<file path="src/rtl/core/itrs_pkg.sv">
package itrs_pkg;

    // Bits of the input value that take part in the conversion.
    localparam int VALUE_WIDTH = 64;
    // Width of the value port itself.
    localparam int VALUE_PORT_W = 64;

    // Quotient bits produced per cycle by the long division.
    localparam int DIGIT_BITS = 4;
    localparam int STEPS = (VALUE_WIDTH + DIGIT_BITS - 1) / DIGIT_BITS;
    localparam int PAD_W = STEPS * DIGIT_BITS;
    localparam int STEP_CNT_W = (STEPS > 1) ? $clog2(STEPS) : 1;

    // Digit stack: at most VALUE_WIDTH-1 digits for a saturated magnitude.
    localparam int DEPTH = VALUE_WIDTH;
    localparam int CNT_W = $clog2(DEPTH);

    localparam int RADIX_W = 6;
    localparam int CHAR_W = 7;

    localparam logic [RADIX_W-1:0] RADIX_MIN = RADIX_W'(2);
    localparam logic [RADIX_W-1:0] RADIX_MAX = RADIX_W'(36);
    localparam logic [RADIX_W-1:0] RADIX_RESET = RADIX_W'(10);
    localparam logic [RADIX_W-1:0] DECIMAL_LIMIT = RADIX_W'(10);

    localparam logic [CHAR_W-1:0] CHAR_MINUS = CHAR_W'(8'h2D);
    localparam logic [CHAR_W-1:0] CHAR_ZERO = CHAR_W'(8'h30);
    localparam logic [CHAR_W-1:0] CHAR_ALPHA = CHAR_W'(8'h41);

    localparam logic [VALUE_WIDTH-1:0] SIGN_BIT = {1'b1, {(VALUE_WIDTH-1){1'b0}}};

    // APB register map: one 32-bit register at byte address 0.
    localparam int PADDR_W = 3;
    localparam int PDATA_W = 32;
    localparam logic REG_WORD_RADIX = 1'b0;

    function automatic logic [CHAR_W-1:0] digit_char(input logic [RADIX_W-1:0] d);
        logic [CHAR_W-1:0] c;
        if (d < DECIMAL_LIMIT) begin
            c = CHAR_ZERO + CHAR_W'(d);
        end
        else begin
            c = CHAR_ALPHA + CHAR_W'(d - DECIMAL_LIMIT);
        end
        return c;
    endfunction

endpackage

</file>
<file path="src/rtl/core/integer_to_radix_string_unit.sv">
// Converts a signed integer into its text in the base held in the radix register
// (2 to 36; smaller values act as 2, larger ones as 36), one ASCII character per
// output transfer, most significant first, with last set on the final character.
// Negative values start with '-', digits above 9 are upper-case letters, and the
// most negative value prints as its neighbor one closer to zero. Each digit comes
// from a long division over the whole 64-bit value that retires 4 quotient bits
// per cycle; digits are stacked in a small memory and then read back one at a
// time through a read state and a load state, the load waiting while the output
// is stalled. For a negative value the minus sign is loaded before the first
// digit is read. A new value is taken only after the previous one has had its
// last character loaded for output.
module integer_to_radix_string_unit (
    input  logic                                   clk,
    input  logic                                   rst_n,
    input  logic                                   psel,
    input  logic                                   penable,
    input  logic                                   pwrite,
    input  logic [itrs_pkg::PADDR_W-1:0]           paddr,
    input  logic [itrs_pkg::PDATA_W-1:0]           pwdata,
    output logic [itrs_pkg::PDATA_W-1:0]           prdata,
    output logic                                   pready,
    input  logic                                   in_valid,
    output logic                                   in_stall,
    input  logic signed [itrs_pkg::VALUE_PORT_W-1:0] value,
    output logic                                   out_valid,
    input  logic                                   out_stall,
    output logic [itrs_pkg::CHAR_W-1:0]            character,
    output logic                                   last
);

    typedef enum logic [2:0] {
        ST_IDLE,
        ST_DIV,
        ST_SIGN,
        ST_READ,
        ST_LOAD
    } state_t;

    state_t                                 state_reg;
    logic                                   neg_reg;
    logic [itrs_pkg::RADIX_W-1:0]           base_reg;
    logic [itrs_pkg::PAD_W-1:0]             sh_reg;
    logic [itrs_pkg::RADIX_W-1:0]           rem_reg;
    logic [itrs_pkg::STEP_CNT_W-1:0]        step_reg;
    logic [itrs_pkg::CNT_W-1:0]             cnt_reg;
    logic                                   out_valid_reg;
    logic [itrs_pkg::CHAR_W-1:0]            character_reg;
    logic                                   last_reg;
    logic [itrs_pkg::RADIX_W-1:0]           radix_reg;
    logic [itrs_pkg::RADIX_W-1:0]           rd_data_reg;
    logic [itrs_pkg::RADIX_W-1:0]           mem [itrs_pkg::DEPTH];

    logic                                   reg_write;
    logic                                   reg_hit;
    logic [itrs_pkg::VALUE_WIDTH-1:0]       v_in;
    logic [itrs_pkg::VALUE_WIDTH-1:0]       v_neg;
    logic [itrs_pkg::VALUE_WIDTH-1:0]       mag;
    logic [itrs_pkg::RADIX_W-1:0]           base_eff;
    logic [itrs_pkg::RADIX_W-1:0]           rem_div;
    logic [itrs_pkg::DIGIT_BITS-1:0]        q_bits;
    logic [itrs_pkg::RADIX_W:0]             trial;
    logic [itrs_pkg::PAD_W-1:0]             sh_shift;
    logic                                   step_last;
    logic                                   mem_we;
    logic [itrs_pkg::CNT_W-1:0]             rd_addr;
    logic                                   slot_free;
    logic                                   last_digit;

    // Configuration port.
    assign pready = 1'b1;
    assign reg_hit = (paddr[itrs_pkg::PADDR_W-1] == itrs_pkg::REG_WORD_RADIX);
    assign reg_write = psel && penable && pwrite && reg_hit;

    always_comb
    begin
        prdata = '0;
        if (reg_hit)
        begin
            prdata[itrs_pkg::RADIX_W-1:0] = radix_reg;
        end
    end

    // Magnitude and effective base for a new value.
    assign v_in = value[itrs_pkg::VALUE_WIDTH-1:0];
    assign v_neg = ~v_in + itrs_pkg::VALUE_WIDTH'(1);

    always_comb
    begin
        if (!v_in[itrs_pkg::VALUE_WIDTH-1])
        begin
            mag = v_in;
        end
        else if (v_in == itrs_pkg::SIGN_BIT)
        begin
            mag = itrs_pkg::SIGN_BIT - itrs_pkg::VALUE_WIDTH'(1);
        end
        else
        begin
            mag = v_neg;
        end
    end

    always_comb
    begin
        if (radix_reg < itrs_pkg::RADIX_MIN)
        begin
            base_eff = itrs_pkg::RADIX_MIN;
        end
        else if (radix_reg > itrs_pkg::RADIX_MAX)
        begin
            base_eff = itrs_pkg::RADIX_MAX;
        end
        else
        begin
            base_eff = radix_reg;
        end
    end

    // Restoring division: each cycle shifts DIGIT_BITS dividend bits into the
    // remainder and the matching quotient bits into the bottom of the register.
    always_comb
    begin
        rem_div = rem_reg;
        q_bits = '0;
        trial = '0;
        for (int k = 0; k < itrs_pkg::DIGIT_BITS; k++)
        begin
            trial = {rem_div, sh_reg[itrs_pkg::PAD_W-1-k]};
            if (trial >= {1'b0, base_reg})
            begin
                rem_div = itrs_pkg::RADIX_W'(trial - {1'b0, base_reg});
                q_bits[itrs_pkg::DIGIT_BITS-1-k] = 1'b1;
            end
            else
            begin
                rem_div = trial[itrs_pkg::RADIX_W-1:0];
            end
        end
    end

    assign sh_shift = {sh_reg[itrs_pkg::PAD_W-itrs_pkg::DIGIT_BITS-1:0], q_bits};
    assign step_last = (step_reg == itrs_pkg::STEP_CNT_W'(itrs_pkg::STEPS - 1));
    assign mem_we = (state_reg == ST_DIV) && step_last;
    assign rd_addr = cnt_reg - itrs_pkg::CNT_W'(1);
    assign slot_free = !out_valid_reg || !out_stall;
    assign last_digit = (cnt_reg == itrs_pkg::CNT_W'(1));

    // Digit stack, least significant digit at address 0.
    always_ff @(posedge clk)
    begin
        if (mem_we)
        begin
            mem[cnt_reg] <= rem_div;
        end
        rd_data_reg <= mem[rd_addr];
    end

    always_ff @(posedge clk or negedge rst_n)
    begin
        if (!rst_n)
        begin
            state_reg <= ST_IDLE;
            neg_reg <= 1'b0;
            base_reg <= itrs_pkg::RADIX_RESET;
            sh_reg <= '0;
            rem_reg <= '0;
            step_reg <= '0;
            cnt_reg <= '0;
            out_valid_reg <= 1'b0;
            character_reg <= '0;
            last_reg <= 1'b0;
            radix_reg <= itrs_pkg::RADIX_RESET;
        end
        else
        begin
            if (reg_write)
            begin
                radix_reg <= pwdata[itrs_pkg::RADIX_W-1:0];
            end

            if (out_valid_reg && !out_stall)
            begin
                out_valid_reg <= 1'b0;
            end

            unique case (state_reg)
                ST_IDLE:
                begin
                    if (in_valid)
                    begin
                        neg_reg <= v_in[itrs_pkg::VALUE_WIDTH-1];
                        base_reg <= base_eff;
                        sh_reg <= itrs_pkg::PAD_W'(mag);
                        rem_reg <= '0;
                        step_reg <= '0;
                        cnt_reg <= '0;
                        state_reg <= ST_DIV;
                    end
                end
                ST_DIV:
                begin
                    sh_reg <= sh_shift;
                    if (step_last)
                    begin
                        // One digit done; the quotient is the next dividend.
                        cnt_reg <= cnt_reg + itrs_pkg::CNT_W'(1);
                        rem_reg <= '0;
                        step_reg <= '0;
                        if (sh_shift == '0)
                        begin
                            state_reg <= neg_reg ? ST_SIGN : ST_READ;
                        end
                    end
                    else
                    begin
                        rem_reg <= rem_div;
                        step_reg <= step_reg + itrs_pkg::STEP_CNT_W'(1);
                    end
                end
                ST_SIGN:
                begin
                    if (slot_free)
                    begin
                        out_valid_reg <= 1'b1;
                        character_reg <= itrs_pkg::CHAR_MINUS;
                        last_reg <= 1'b0;
                        state_reg <= ST_READ;
                    end
                end
                ST_READ:
                begin
                    state_reg <= ST_LOAD;
                end
                ST_LOAD:
                begin
                    if (slot_free)
                    begin
                        out_valid_reg <= 1'b1;
                        character_reg <= itrs_pkg::digit_char(rd_data_reg);
                        last_reg <= last_digit;
                        cnt_reg <= rd_addr;
                        state_reg <= last_digit ? ST_IDLE : ST_READ;
                    end
                end
                default:
                begin
                    state_reg <= ST_IDLE;
                end
            endcase
        end
    end

    assign in_stall = (state_reg != ST_IDLE);
    assign out_valid = out_valid_reg;
    assign character = character_reg;
    assign last = last_reg;

`ifndef ASSERT_OFF
    // The working base is always clamped into the legal range.
    assert property (@(posedge clk) disable iff (!rst_n)
        (state_reg != ST_IDLE) |-> (base_reg >= itrs_pkg::RADIX_MIN &&
                                    base_reg <= itrs_pkg::RADIX_MAX))
        else $error("working base out of range");

    // A partial remainder never reaches the divisor.
    assert property (@(posedge clk) disable iff (!rst_n)
        (state_reg == ST_DIV) |-> (rem_reg < base_reg))
        else $error("division remainder not below base");

    // Every digit read back from the stack is a valid digit of the base.
    assert property (@(posedge clk) disable iff (!rst_n)
        (state_reg == ST_LOAD) |-> (rd_data_reg < base_reg && cnt_reg != '0))
        else $error("digit stack read out of range");

    // A transfer marked last leaves the converter ready for the next value.
    assert property (@(posedge clk) disable iff (!rst_n)
        (state_reg == ST_LOAD && slot_free && last_digit) |=>
            (state_reg == ST_IDLE && out_valid_reg && last_reg))
        else $error("final character not flagged last");
`endif

endmodule
</file>
<file path="config.mk">
export PLATFORM = sky130hd
export DESIGN_NAME = integer_to_radix_string_unit
export DESIGN_NICKNAME = d
export VERILOG_FILES = /design/src/rtl/core/itrs_pkg.sv /design/src/rtl/core/integer_to_radix_string_unit.sv
export SDC_FILE = /design/constraint.sdc
export NUM_CORES = 1
export LEC_CHECK = 0
export BUFFER_PORTS_ARGS = -buffer_cell sky130_fd_sc_hd__buf_2
export CAP_MARGIN = 10
export CORE_ASPECT_RATIO = 1.2
export CORE_UTILIZATION = 45
export DETAILED_ROUTE_END_ITERATION = 16
export SYNTH_ARGS = -nofsm -noshare
export SYNTH_HDL_FRONTEND = slang
export SYNTH_SLANG_ARGS = --single-unit
</file>
<file path="constraint.sdc">
create_clock -name clk -period 11.3 [get_ports clk]
set_input_delay 1.13 -clock clk [delete_from_list [all_inputs] [get_ports clk]]
set_output_delay 1.13 -clock clk [all_outputs]
set_load 0.01 [all_outputs]
</file>
# == Yosys cells after proc, flatten, opt, wreduce, memory -nomap -nowiden ==
# Memories as Yosys holds them, arrays and structs flattened. A register that Yosys moved wholly into a read port is not among the register bits.
# Index checks and enable logic that the tools add are counted.
# totals
ff_bits,105
ramBits,384
input_bits,106
output_inout_bits,43
mem_count,1
# memory_table
memory,words,word_bits,rd,rd_ports_with_merged_regs,write_ports,line,source
mem,64,6,1,1,1,integer_to_radix_string_unit.sv:51,logic [itrs_pkg::RADIX_W-1:0] mem [itrs_pkg::DEPTH];
# classes
n_addsub,11
order_cmp,7
eq_ne,12
mux,44
n_bitwise,2
n_reduce_logical,20
# op_table
cell,count
64-bit 2-to-1 mux,3
64-bit one-hot mux with 2 select lines,1
6-bit 2-to-1 mux,11
"64-bit by 1-bit adder with 64-bit output, second input constant",1
"64-bit == test, second input constant",1
64-bit zero test,1
64-bit NOT,1
7-bit by 6-bit greater-or-equal comparator with 1-bit output,4
6-bit subtractor,4
7-bit 2-to-1 mux,3
6-bit one-hot mux with 3 select lines,1
3-bit 2-to-1 mux,5
3-bit one-hot mux with 5 select lines,1
7-bit one-hot mux with 2 select lines,1
1-bit 2-to-1 mux,12
6-bit one-hot mux with 2 select lines,1
4-bit 2-to-1 mux,2
"2-bit inequality test, second input constant",4
4-bit one-hot mux with 2 select lines,1
"6-bit by 6-bit adder with 7-bit output, first input constant",1
"7-bit adder, first input constant",1
"6-bit by 4-bit subtractor with 7-bit output, second input constant",1
"6-bit by 1-bit adder with 6-bit output, second input constant",1
"3-bit by 2-bit == test with 1-bit output, second input constant",2
24 further kinds,32

# == Longest topological paths before layout ==
# Gate-level depths: netlist (run 1).
# depth
word_depth,12
depth_mapped,37
depth_no_buf,34

# == Worst setup path before layout (run 1) ==
# OpenSTA, ideal clock, no wires.
# synth_timing
path_type,flip-flop to flip-flop
startpoint,register base_reg[1] in the netlist's numbering
endpoint,"memory mem[0][0] in the netlist's numbering, data pin"
arrival_time_ns,9.611
required_time_ns,10.729
path_slack_ns,1.118
stages_incl_launch_ff,35
n_path_buf,3
synth_period_minus_slack_ns,10.182
cell_sequence,dfstp_2 -> inv_1 -> ha_1 -> and4_1 -> a311oi_1 -> and2_1 -> clkbuf_1 -> a21oi_1 -> ha_1 -> or3b_2 -> o2111ai_1 -> a31oi_1 -> a311oi_1 -> o31a_1 -> clkbuf_1 -> clkbuf_1 -> mux2_2 -> ha_1 -> o21a_1 -> o31a_1 -> o22ai_1 -> o2111a_1 -> inv_1 -> mux2i_1 -> mux2_2 -> inv_1 -> ha_1 -> nor2b_1 -> o21ai_0 -> nand2b_1 -> a211oi_1 -> o21ai_0 -> a31oi_1 -> o221ai_1 -> mux2i_1
# synth_via
elab_chain_cells,8
word_cells_on_any_way,11
classes_between,add/sub: 3; order compare: 4; mux: 4
# synth_rtl
item,line,source
start: declaration,integer_to_radix_string_unit.sv:41,logic [itrs_pkg::RADIX_W-1:0] base_reg;
start signal: assignment,integer_to_radix_string_unit.sv:164,base_reg <= itrs_pkg::RADIX_RESET;
start signal: assignment,integer_to_radix_string_unit.sv:192,base_reg <= base_eff;
6-bit subtractor or 7-bit by 6-bit greater-or-equal comparator with 1-bit output (tied branches),"integer_to_radix_string_unit.sv:131, integer_to_radix_string_unit.sv:129",
6-bit 2-to-1 mux,integer_to_radix_string_unit.sv:129,"if (trial >= {1'b0, base_reg})"
6-bit subtractor or 7-bit by 6-bit greater-or-equal comparator with 1-bit output (tied branches),"integer_to_radix_string_unit.sv:131, integer_to_radix_string_unit.sv:129",
6-bit 2-to-1 mux,integer_to_radix_string_unit.sv:129,
6-bit subtractor or 7-bit by 6-bit greater-or-equal comparator with 1-bit output (tied branches),"integer_to_radix_string_unit.sv:131, integer_to_radix_string_unit.sv:129",
6-bit 2-to-1 mux,integer_to_radix_string_unit.sv:129,
7-bit by 6-bit greater-or-equal comparator with 1-bit output (*),integer_to_radix_string_unit.sv:129,
6-bit 2-to-1 mux (*),integer_to_radix_string_unit.sv:129,
"via rem_div, one bit",integer_to_radix_string_unit.sv:59,logic [itrs_pkg::RADIX_W-1:0] rem_div;
end: declaration,integer_to_radix_string_unit.sv:51,
# Mark *: on every way through the listed nets, which the timed path passes. The rest lies on a longest branch.

# == Worst setup path after layout (run 1) ==
# layout_timing
startpoint,register base_reg[1] in the netlist's numbering
endpoint,"memory mem[49][2] in the netlist's numbering, data pin"
# layout_via
elab_chain_cells,8
word_cells_on_any_way,12
classes_between,add/sub: 4; order compare: 4; mux: 4
# layout_rtl
item,line
6-bit subtractor or 7-bit by 6-bit greater-or-equal comparator with 1-bit output (tied branches),"integer_to_radix_string_unit.sv:131, integer_to_radix_string_unit.sv:129"
6-bit 2-to-1 mux,integer_to_radix_string_unit.sv:129
6-bit subtractor or 7-bit by 6-bit greater-or-equal comparator with 1-bit output (tied branches),"integer_to_radix_string_unit.sv:131, integer_to_radix_string_unit.sv:129"
6-bit 2-to-1 mux,integer_to_radix_string_unit.sv:129
7-bit by 6-bit greater-or-equal comparator with 1-bit output or 6-bit subtractor (tied branches),"integer_to_radix_string_unit.sv:129, integer_to_radix_string_unit.sv:131"
6-bit 2-to-1 mux,integer_to_radix_string_unit.sv:129
6-bit subtractor or 7-bit by 6-bit greater-or-equal comparator with 1-bit output (tied branches),"integer_to_radix_string_unit.sv:131, integer_to_radix_string_unit.sv:129"
6-bit 2-to-1 mux (*),integer_to_radix_string_unit.sv:129
"via rem_div, one bit",integer_to_radix_string_unit.sv:59
# Marks and branches as above.

==> results.sh, run 1 <==
export IMPL_status="completed"
export IMPL_drt_first_pass_iters=5
export IMPL_largest_register_ffs=384
export IMPL_crit_top_cell="ha_1"
export IMPL_antenna_cells=0
export IMPL_hpwl_um=34500
export IMPL_seq_area_frac_synth_pct=62.7
export IMPL_yosys_top_cells_count="edfxtp_1, mux4_2, nor2_1"
export IMPL_synth_edf_count=384
export IMPL_io_buffers=93
export IMPL_drc=0
export IMPL_post_cts_resized=0
export IMPL_required_ns=11.71
export IMPL_clk_pin_slew_worst_paths_ns=0.06
export IMPL_slew_viol_final=0
export IMPL_cp_arrival_ns=10.73
export IMPL_cp_slowest_cell="mux2_2"
export IMPL_place_congestion=0.833
export IMPL_wirelength_um=51800
export IMPL_setup_tns_ns=0
export IMPL_grt_pass1_vias=13700
export IMPL_grt_first_pass_wirelength_um=80700
export IMPL_pre_cts_slack_ns=0.930
export IMPL_vias_per_cell=5.85
export IMPL_critPathBufInv=5
export IMPL_min_period_over_period_pct=91.4
export IMPL_die_area_um2=51500
export IMPL_holdBufCountCts=0
export IMPL_path_delay_family="compound AO/OA/AOI/OAI gates"
export IMPL_synth_seq_cells=495
export IMPL_area_growth_pct=11.4
export IMPL_maxCapViolCount=0
export IMPL_rsz0062_at_grt="no"
export IMPL_fin_ws_ns=0.974
export IMPL_final_nets=1759
export IMPL_post_cts_buffers=0
export IMPL_drtIter0Drc=1201
export IMPL_rows=89
export IMPL_via_count=13400
export IMPL_cts_root_buf="clkbuf_16"
export IMPL_max_freq_mhz=96.8
export IMPL_grt_max_degree=75
export IMPL_coreArea_um2=49600
export IMPL_tritoncts="built"
export IMPL_cts_sinks=495
export IMPL_dieWidth_um=207
export IMPL_slowest_delay_ns=0.68
export IMPL_clkLatencyLatePin_ns=0.59
export IMPL_die_h_um=248
export IMPL_cp_start_kind="flip-flop"
export IMPL_synth_warnings=0
export IMPL_yosysMostFrequentCell="edfxtp_1"
export IMPL_drt_wirelength_per_cell_um=22.6
export IMPL_async_reset_ff_share_pct=21.2
export IMPL_io_pin_count=149
export IMPL_min_period_ns=10.33
export IMPL_synth_area_leaders="edfxtp_1, mux4_2, dfrtp_1, xnor2_1, nor2_1"
export IMPL_drive_above_1_share_pct=21.0
export IMPL_yosysUniqueCellTypes=67
export IMPL_path_class="reg -> reg"
export IMPL_slew_headroom_pct=28.1
export IMPL_syn_area_um2=22800
export IMPL_nFillCells=4169
export IMPL_design_area_um2=25400
export IMPL_synth_ff_type="edfxtp_1"
export IMPL_end_kind="flip-flop"
export IMPL_setup_viol_count_final=0
export IMPL_avgSynthCellArea_um2=14.8
export IMPL_synthDominantCellAreaShare_pct=50.6
export IMPL_grt_util_all_layers_pct=20.4
export IMPL_ant_nets=0
export IMPL_syn_inst=1537
export IMPL_overflow=0
export IMPL_cts_max_level=2
export IMPL_hold_violations=0
export IMPL_critPathMaxFanout=30
export IMPL_hold_class="in -> async"
export IMPL_synth_largest_area_cell="edfxtp_1"
export IMPL_start_util_pct=46.0
export IMPL_cts_buffers=50
export IMPL_clockBufferDepth=3
export IMPL_place_area_um2=23800
export IMPL_tightest_slew_ns=1.08
export IMPL_antenna_found_initial=0
export IMPL_fin_skew_ns=0.0136
## metal layers
layer / part of all wire [%] / GRT usage (%)
met4: 2.0 / 5.14
met3: 4.8 / 3.46
met2: 52 / 35.3
met1: 41 / 26.7
met5: 0 / 0
## final timing paths
path	slack (ns)	cells after the start	startpoint	to
max reg2reg	0.97	33	base_reg[1]	mem[49][2]
min reg2reg	0.48	2	character[6]	character[6]
min in group clk	0.48	2	character[6]	character[6]
max	0.97	33	base_reg[1]	mem[49][2]
min	0.48	1	rst_n	last
max in group asynchronous	9.51	2	rst_n	sh_reg[20]
## stage by stage
step	hold WS (ns)	util, %	instances
after floorplan	0.448	-	1562
after global placement	0.466	48.0	2203
after CTS	0.461	51.2	2291
after detailed placement	0.468	48.0	2203
final	0.477	51.2	2291
after global routing	0.491	51.2	2291
## worst reg2reg max path: cells and delay by family (launching register included)
family          cells  cell delay (ns)
simple gates        6             1.47
mux                 4             2.06
flops               1             0.62
buf+inv             5             0.94
fa+ha+maj           4             1.06
compound gates     14             4.02
## area by class of cell
type | instances | area (µm²) | area share (%)
clock inverters | 22 | 201 | 0.794
inverters | 31 | 116 | 0.459
clock buffers | 66 | 1350 | 5.33
flip-flops and latches | 495 | 14300 | 56.3
repair buffers | 111 | 641 | 2.53
multi-input cells | 929 | 7970 | 31.4
well taps | 637 | 797 | 3.14
## cell usage in the layout, fill, tap and decap left out, types with 18 or more instances in the layout
cell type | Yosys | routed
a21oi_1 | 42 | 42
nor2_1 | 105 | 105
xor2_1 | 34 | 34
dfrtp_1 | 101 | 100
o21ai_0 | 74 | 74
clkbuf_16 | 0 | 51
o21ai_1 | 27 | 27
nand2_1 | 100 | 100
or3_1 | 24 | 24
conb_1 | 2 | 27
xnor2_1 | 47 | 45
inv_1 | 31 | 31
o31ai_1 | 25 | 25
mux4_2 | 126 | 126
nand3_1 | 18 | 18
edfxtp_1 | 384 | 384
buf_2 | 2 | 92
ha_1 | 31 | 30
o22ai_1 | 41 | 41
## logic make-up after synthesis
kind of cell / after synthesis / synth area share, %
muxes: 152 / 13.7
AOI/OAI and AO/OA: 292 / 8.15
DFF: 495 / 62.7
and+or+nand+nor: 341 / 7.24
other: 2 / 0.0330
xor gates and xnor gates: 81 / 3.12
adders and majority gates: 36 / 2.10
buffers and inverters: 138 / 2.96
Power of run 1 is left out: the tool's default activity adds up to more than one toggle a clock period on the data nets, which glitch-free logic cannot reach.
==> run 2: changes to the inputs <==
Settings changed: CELL_PAD_IN_SITES_DETAIL_PLACEMENT set to 1, CELL_PAD_IN_SITES_GLOBAL_PLACEMENT set to 1, PLACE_DENSITY_LB_ADDON set to 0.1.
==> run 2 against run 1 <==
Compared with the run above:
- critical path depth increased by 1
- core utilization rose by 0.37 points
- critical path type unchanged
- routed wire length is 9.1% higher
- die area stayed put
- first-iteration DRC count shrank 27%
==> results.sh, run 2 (same netlist as run 1, synthesis figures left out) <==
export IMPL_end_kind="flip-flop"
export IMPL_max_freq_mhz=98.1
export IMPL_drtIter0Drc=881
export IMPL_cts_max_level=2
export IMPL_cts_sinks=495
export IMPL_io_buffers=93
export IMPL_reg2reg_from="base_reg[1]"
export IMPL_setup_viol_count_final=0
export IMPL_die_area_um2=51500
export IMPL_area_growth_pct=12.2
export IMPL_drive_above_1_share_pct=21.6
export IMPL_start_util_pct=46.0
export IMPL_clkLatencyLatePin_ns=0.60
export IMPL_drc=0
export IMPL_tritoncts="built"
export IMPL_cp_start_kind="flip-flop"
export IMPL_die_h_um=248
export IMPL_cp_slowest_cell="mux2_2"
export IMPL_setup_tns_ns=0
export IMPL_r2r_slack_ns=1.11
export IMPL_fin_skew_ns=0.0173
export IMPL_slew_viol_final=0
export IMPL_ant_nets=0
export IMPL_min_to="neg_reg"
export IMPL_maxCapViolCount=0
export IMPL_cp_arrival_ns=10.64
export IMPL_post_cts_resized=0
export IMPL_clockBufferDepth=3
export IMPL_crit_top_cell="ha_1"
export IMPL_holdBufCountCts=0
export IMPL_coreArea_um2=49600
export IMPL_hold_depth=2
export IMPL_cts_root_buf="clkbuf_16"
export IMPL_vias_per_cell=5.87
export IMPL_place_area_um2=23800
export IMPL_rsz0062_at_grt="no"
export IMPL_grt_max_degree=86
export IMPL_min_period_ns=10.19
export IMPL_hpwl_um=38600
export IMPL_required_ns=11.74
export IMPL_slowest_delay_ns=0.94
export IMPL_hp_start="neg_reg"
export IMPL_grt_pass1_vias=14300
export IMPL_hold_class="reg -> reg"
export IMPL_via_count=13500
export IMPL_min_period_over_period_pct=90.2
export IMPL_reg2reg_to="mem[16][3]"
export IMPL_fin_cells=2306
export IMPL_status="completed"
export IMPL_wirelength_um=56600
export IMPL_cts_buffers=52
export IMPL_largest_register_ffs=384
export IMPL_tightest_slew_ns=1.09
export IMPL_dpl_cell_count=2207
export IMPL_grt_first_pass_wirelength_um=87500
export IMPL_dieWidth_um=207
export IMPL_place_congestion=0.817
export IMPL_hold_violations=0
export IMPL_clk_pin_slew_worst_paths_ns=0.06
export IMPL_mostFrequentLayoutCell="edfxtp_1"
export IMPL_final_cell_mix="edfxtp_1, mux4_2, nor2_1, nand2_1, dfrtp_1"
export IMPL_drt_wirelength_per_cell_um=24.5
export IMPL_final_nets=1765
export IMPL_post_cts_buffers=0
export IMPL_rows=89
export IMPL_path_class="reg -> reg"
export IMPL_hold_ws_ns=0.495
export IMPL_critPathMaxFanout=54
export IMPL_io_pin_count=149
export IMPL_reg2reg_depth=34
export IMPL_nFillCells=4845
export IMPL_overflow=0
export IMPL_grt_util_all_layers_pct=22.4
export IMPL_antenna_found_initial=0
export IMPL_design_area_um2=25500
export IMPL_drt_first_pass_iters=7
export IMPL_slew_headroom_pct=27.1
-- run 2: cell count changes in the layout (fill, tap and decap cells not counted), moves of 2 or more --
cell	before	now
buf_4	16	20
bufinv_16	3	5
clkbuf_1	13	8
clkbuf_16	51	53
clkinv_1	9	15
clkinv_2	5	7
clkinvlp_4	2	5
-- run 2: how the worst max path moves through the flow --
stage                            from         end  depth (start not counted)
after floorplan           base_reg[1]   mem[0][0]                         34
after global placement    base_reg[1]  mem[25][3]                         34
after detailed placement  base_reg[1]  mem[27][3]                         34
after CTS                 base_reg[1]  mem[16][3]                         34
after global routing      base_reg[1]  mem[25][3]                         34
final                     base_reg[1]  mem[16][3]                         34
-- run 2: area by class of cell --
class / count / area (µm²) / share of cell area, %
Sequential cell: 495 / 14300 / 55.9
Timing Repair Buffer: 115 / 671 / 2.62
Clock buffer: 62 / 1370 / 5.36
Clock inverter: 36 / 337 / 1.32
Multi-Input combinational cell: 929 / 7970 / 31.2
Antenna cell: 1 / 2.50 / 0.00979
Tap cell: 637 / 797 / 3.12
Inverter: 31 / 116 / 0.455
-- run 2: routing by layer --
layer	vias up	wire, µm	GRT usage, %
met2	268	29300	39.2
met5	-	0	0
met4	0	1450	6.57
met3	79	2100	3.14
li1	6150	-	-
met1	7046	23700	28.9
-- run 2: metrics by stage --
step / util (%) / setup WS (ns)
global placement: 48.1 / 1.25
global route: 51.6 / 0.275
CTS: 51.6 / 0.998
detailed placement: 48.1 / 1.02
finish: 51.6 / 1.11
floorplan: - / 1.12
-- run 2: worst max-delay path, delay by kind of cell, from the launching register on --
kind / cells / cell delay [ns]
flops: 1 / 0.68
simple gates: 5 / 1.37
buf+inv: 6 / 1.09
compound gates: 15 / 3.81
mux: 4 / 1.87
fa+ha+maj: 4 / 1.18
Power of run 2 is left out for the same reason.
==> run 3: changes to the inputs <==
Clock period 11.3 ns to 8.3 ns, I/O delays scaled along.
==> run 3 against run 2 <==
Compared with the run above:
- worst setup slack lost 0.79 ns
- non-clock buffer count is 20 higher
- via count grew 0.39%
- core utilization is 0.25 points higher
- die area stayed put
- highest routed layer unchanged
- clock skew up 0.018 ns
==> results.sh, run 3 (same netlist as run 1, synthesis figures left out) <==
export IMPL_drc=0
export IMPL_wirelength_um=57600
export IMPL_area_growth_pct=12.7
export IMPL_reg2reg_from="base_reg[3]"
export IMPL_coreArea_um2=49600
export IMPL_setup_viol_count_final=0
export IMPL_min_period_over_period_pct=96.2
export IMPL_drive_above_1_share_pct=22.9
export IMPL_cts_root_buf="clkbuf_16"
export IMPL_slew_viol_final=0
export IMPL_cp_arrival_ns=8.25
export IMPL_final_nets=1782
export IMPL_io_buffers=93
export IMPL_grt_util_met2_pct=39.4
export IMPL_ant_nets=0
export IMPL_crit_top_cell="inv_1"
export IMPL_vias_per_cell=5.87
export IMPL_fin_util_pct=51.8
export IMPL_tightest_slew_ns=1.08
export IMPL_largest_register_ffs=384
export IMPL_reg2reg_depth=36
export IMPL_hold_class="in -> async"
export IMPL_end_kind="flip-flop"
export IMPL_place_congestion=0.827
export IMPL_mostFrequentLayoutCell="edfxtp_1"
export IMPL_hold_violations=0
export IMPL_hpwl_um=38300
export IMPL_drt_wirelength_per_cell_um=24.8
export IMPL_via_count=13600
export IMPL_grt_max_degree=72
export IMPL_use_met3_pct=2.84
export IMPL_grtUsageMet1_pct=29.9
export IMPL_critPathMaxFanout=65
export IMPL_path_class="reg -> reg"
export IMPL_cts_max_level=2
export IMPL_clockBufferDepth=3
export IMPL_cts_buffers=49
export IMPL_required_ns=8.56
export IMPL_fin_skew_ns=0.0351
export IMPL_drt_first_pass_iters=5
export IMPL_final_cell_mix="edfxtp_1, mux4_2, nor2_1, nand2_1, dfrtp_1"
export IMPL_tritoncts="built"
export IMPL_maxCapViolCount=0
export IMPL_min_period_ns=7.99
export IMPL_reg2reg_to="mem[10][4]"
export IMPL_hold_ws_ns=0.301
export IMPL_r2r_slack_ns=0.31
export IMPL_clkLatencyLatePin_ns=0.60
export IMPL_start_util_pct=46.0
export IMPL_die_area_um2=51500
export IMPL_pre_cts_slack_ns=-0.0268
export IMPL_clk_pin_slew_worst_paths_ns=0.07
export IMPL_antenna_found_initial=1
export IMPL_dieWidth_um=207
export IMPL_grt_first_pass_wirelength_um=89100
export IMPL_fin_ws_ns=0.312
export IMPL_grt_busiest_layer="met2"
export IMPL_cp_start_kind="flip-flop"
export IMPL_die_h_um=248
export IMPL_drtIter0Drc=885
export IMPL_grt_pass1_vias=14300
export IMPL_max_freq_mhz=125
export IMPL_status="completed"
export IMPL_cp_slowest_cell="dfstp_2"
export IMPL_slew_headroom_pct=27.9
export IMPL_overflow=0
export IMPL_io_pin_count=149
export IMPL_slowest_delay_ns=0.52
export IMPL_cts_sinks=495
export IMPL_rows=89
export IMPL_grt_util_all_layers_pct=22.7
-- run 3: cell types whose count changed in the layout (fill, tap and decap cells not counted), sizes merged --
cell	delta
buf	+20
clkinv	-4
clkinvlp	-3
bufinv	-2
inv	-2
clkbuf	+2
diode	+1
-- run 3: repair_timing --
action	CTS	global route
hold buffers	0	0
setup endpoints to repair	160	393
endpoints found under the hold margin	0	0
pin swaps	1	4
gates cloned	0	0
buffers inserted	2	5
gates resized for setup	0	11
-- run 3: worst max path at each step --
stage           startpoint         end  slack (ns)  depth (start not counted)
4_1_cts        base_reg[3]  rem_reg[4]      0.0002                         35
6_report       base_reg[3]  mem[10][4]        0.31                         36
2_1_floorplan  base_reg[1]   mem[0][0]        0.03                         33
5_1_grt        base_reg[3]  mem[11][4]       -0.03                         36
3_3_place_gp   base_reg[3]  rem_reg[4]        0.19                         34
3_5_place_dp   base_reg[3]  rem_reg[4]       -0.03                         34
-- run 3: cell type report --
class	instances	area, µm²
Timing Repair Buffer	135	871
Sequential cell	495	14300
Clock inverter	25	219
Tap cell	637	797
Clock buffer	64	1320
Multi-Input combinational cell	929	8060
Inverter	31	116
Antenna cell	2	5.00
Fill cell	4841	23900
-- run 3: metrics by stage --
| stage | TNS (ns) | std cells | area (µm²) |
|---|---|---|---|
| after floorplan | 0 | 1562 | 22900 |
| after global placement | 0 | 2220 | 24000 |
| after detailed placement | -0.278 | 2220 | 24000 |
| after CTS | 0 | 2311 | 25600 |
| after global routing | -1.14 | 2317 | 25700 |
| final | 0 | 2318 | 25700 |
-- run 3: metal layers --
metal / share of wire, % / vias up
li1: - / 6181
met1: 43 / 7112
met2: 51 / 231
met3: 3.2 / 72
met4: 2.4 / 0
met5: 0 / -
-- run 3: critical path, delay by kind of cell, from the launching register on --
kind,cells,cell delay (ns)
buffers and inverters,6,0.75
and+or+nand+nor,5,0.90
AOI/OAI and AO/OA,18,3.40
muxes,3,0.91
adders and majority gates,4,1.05
DFF,1,0.52
Power of run 3 is left out for the same reason.
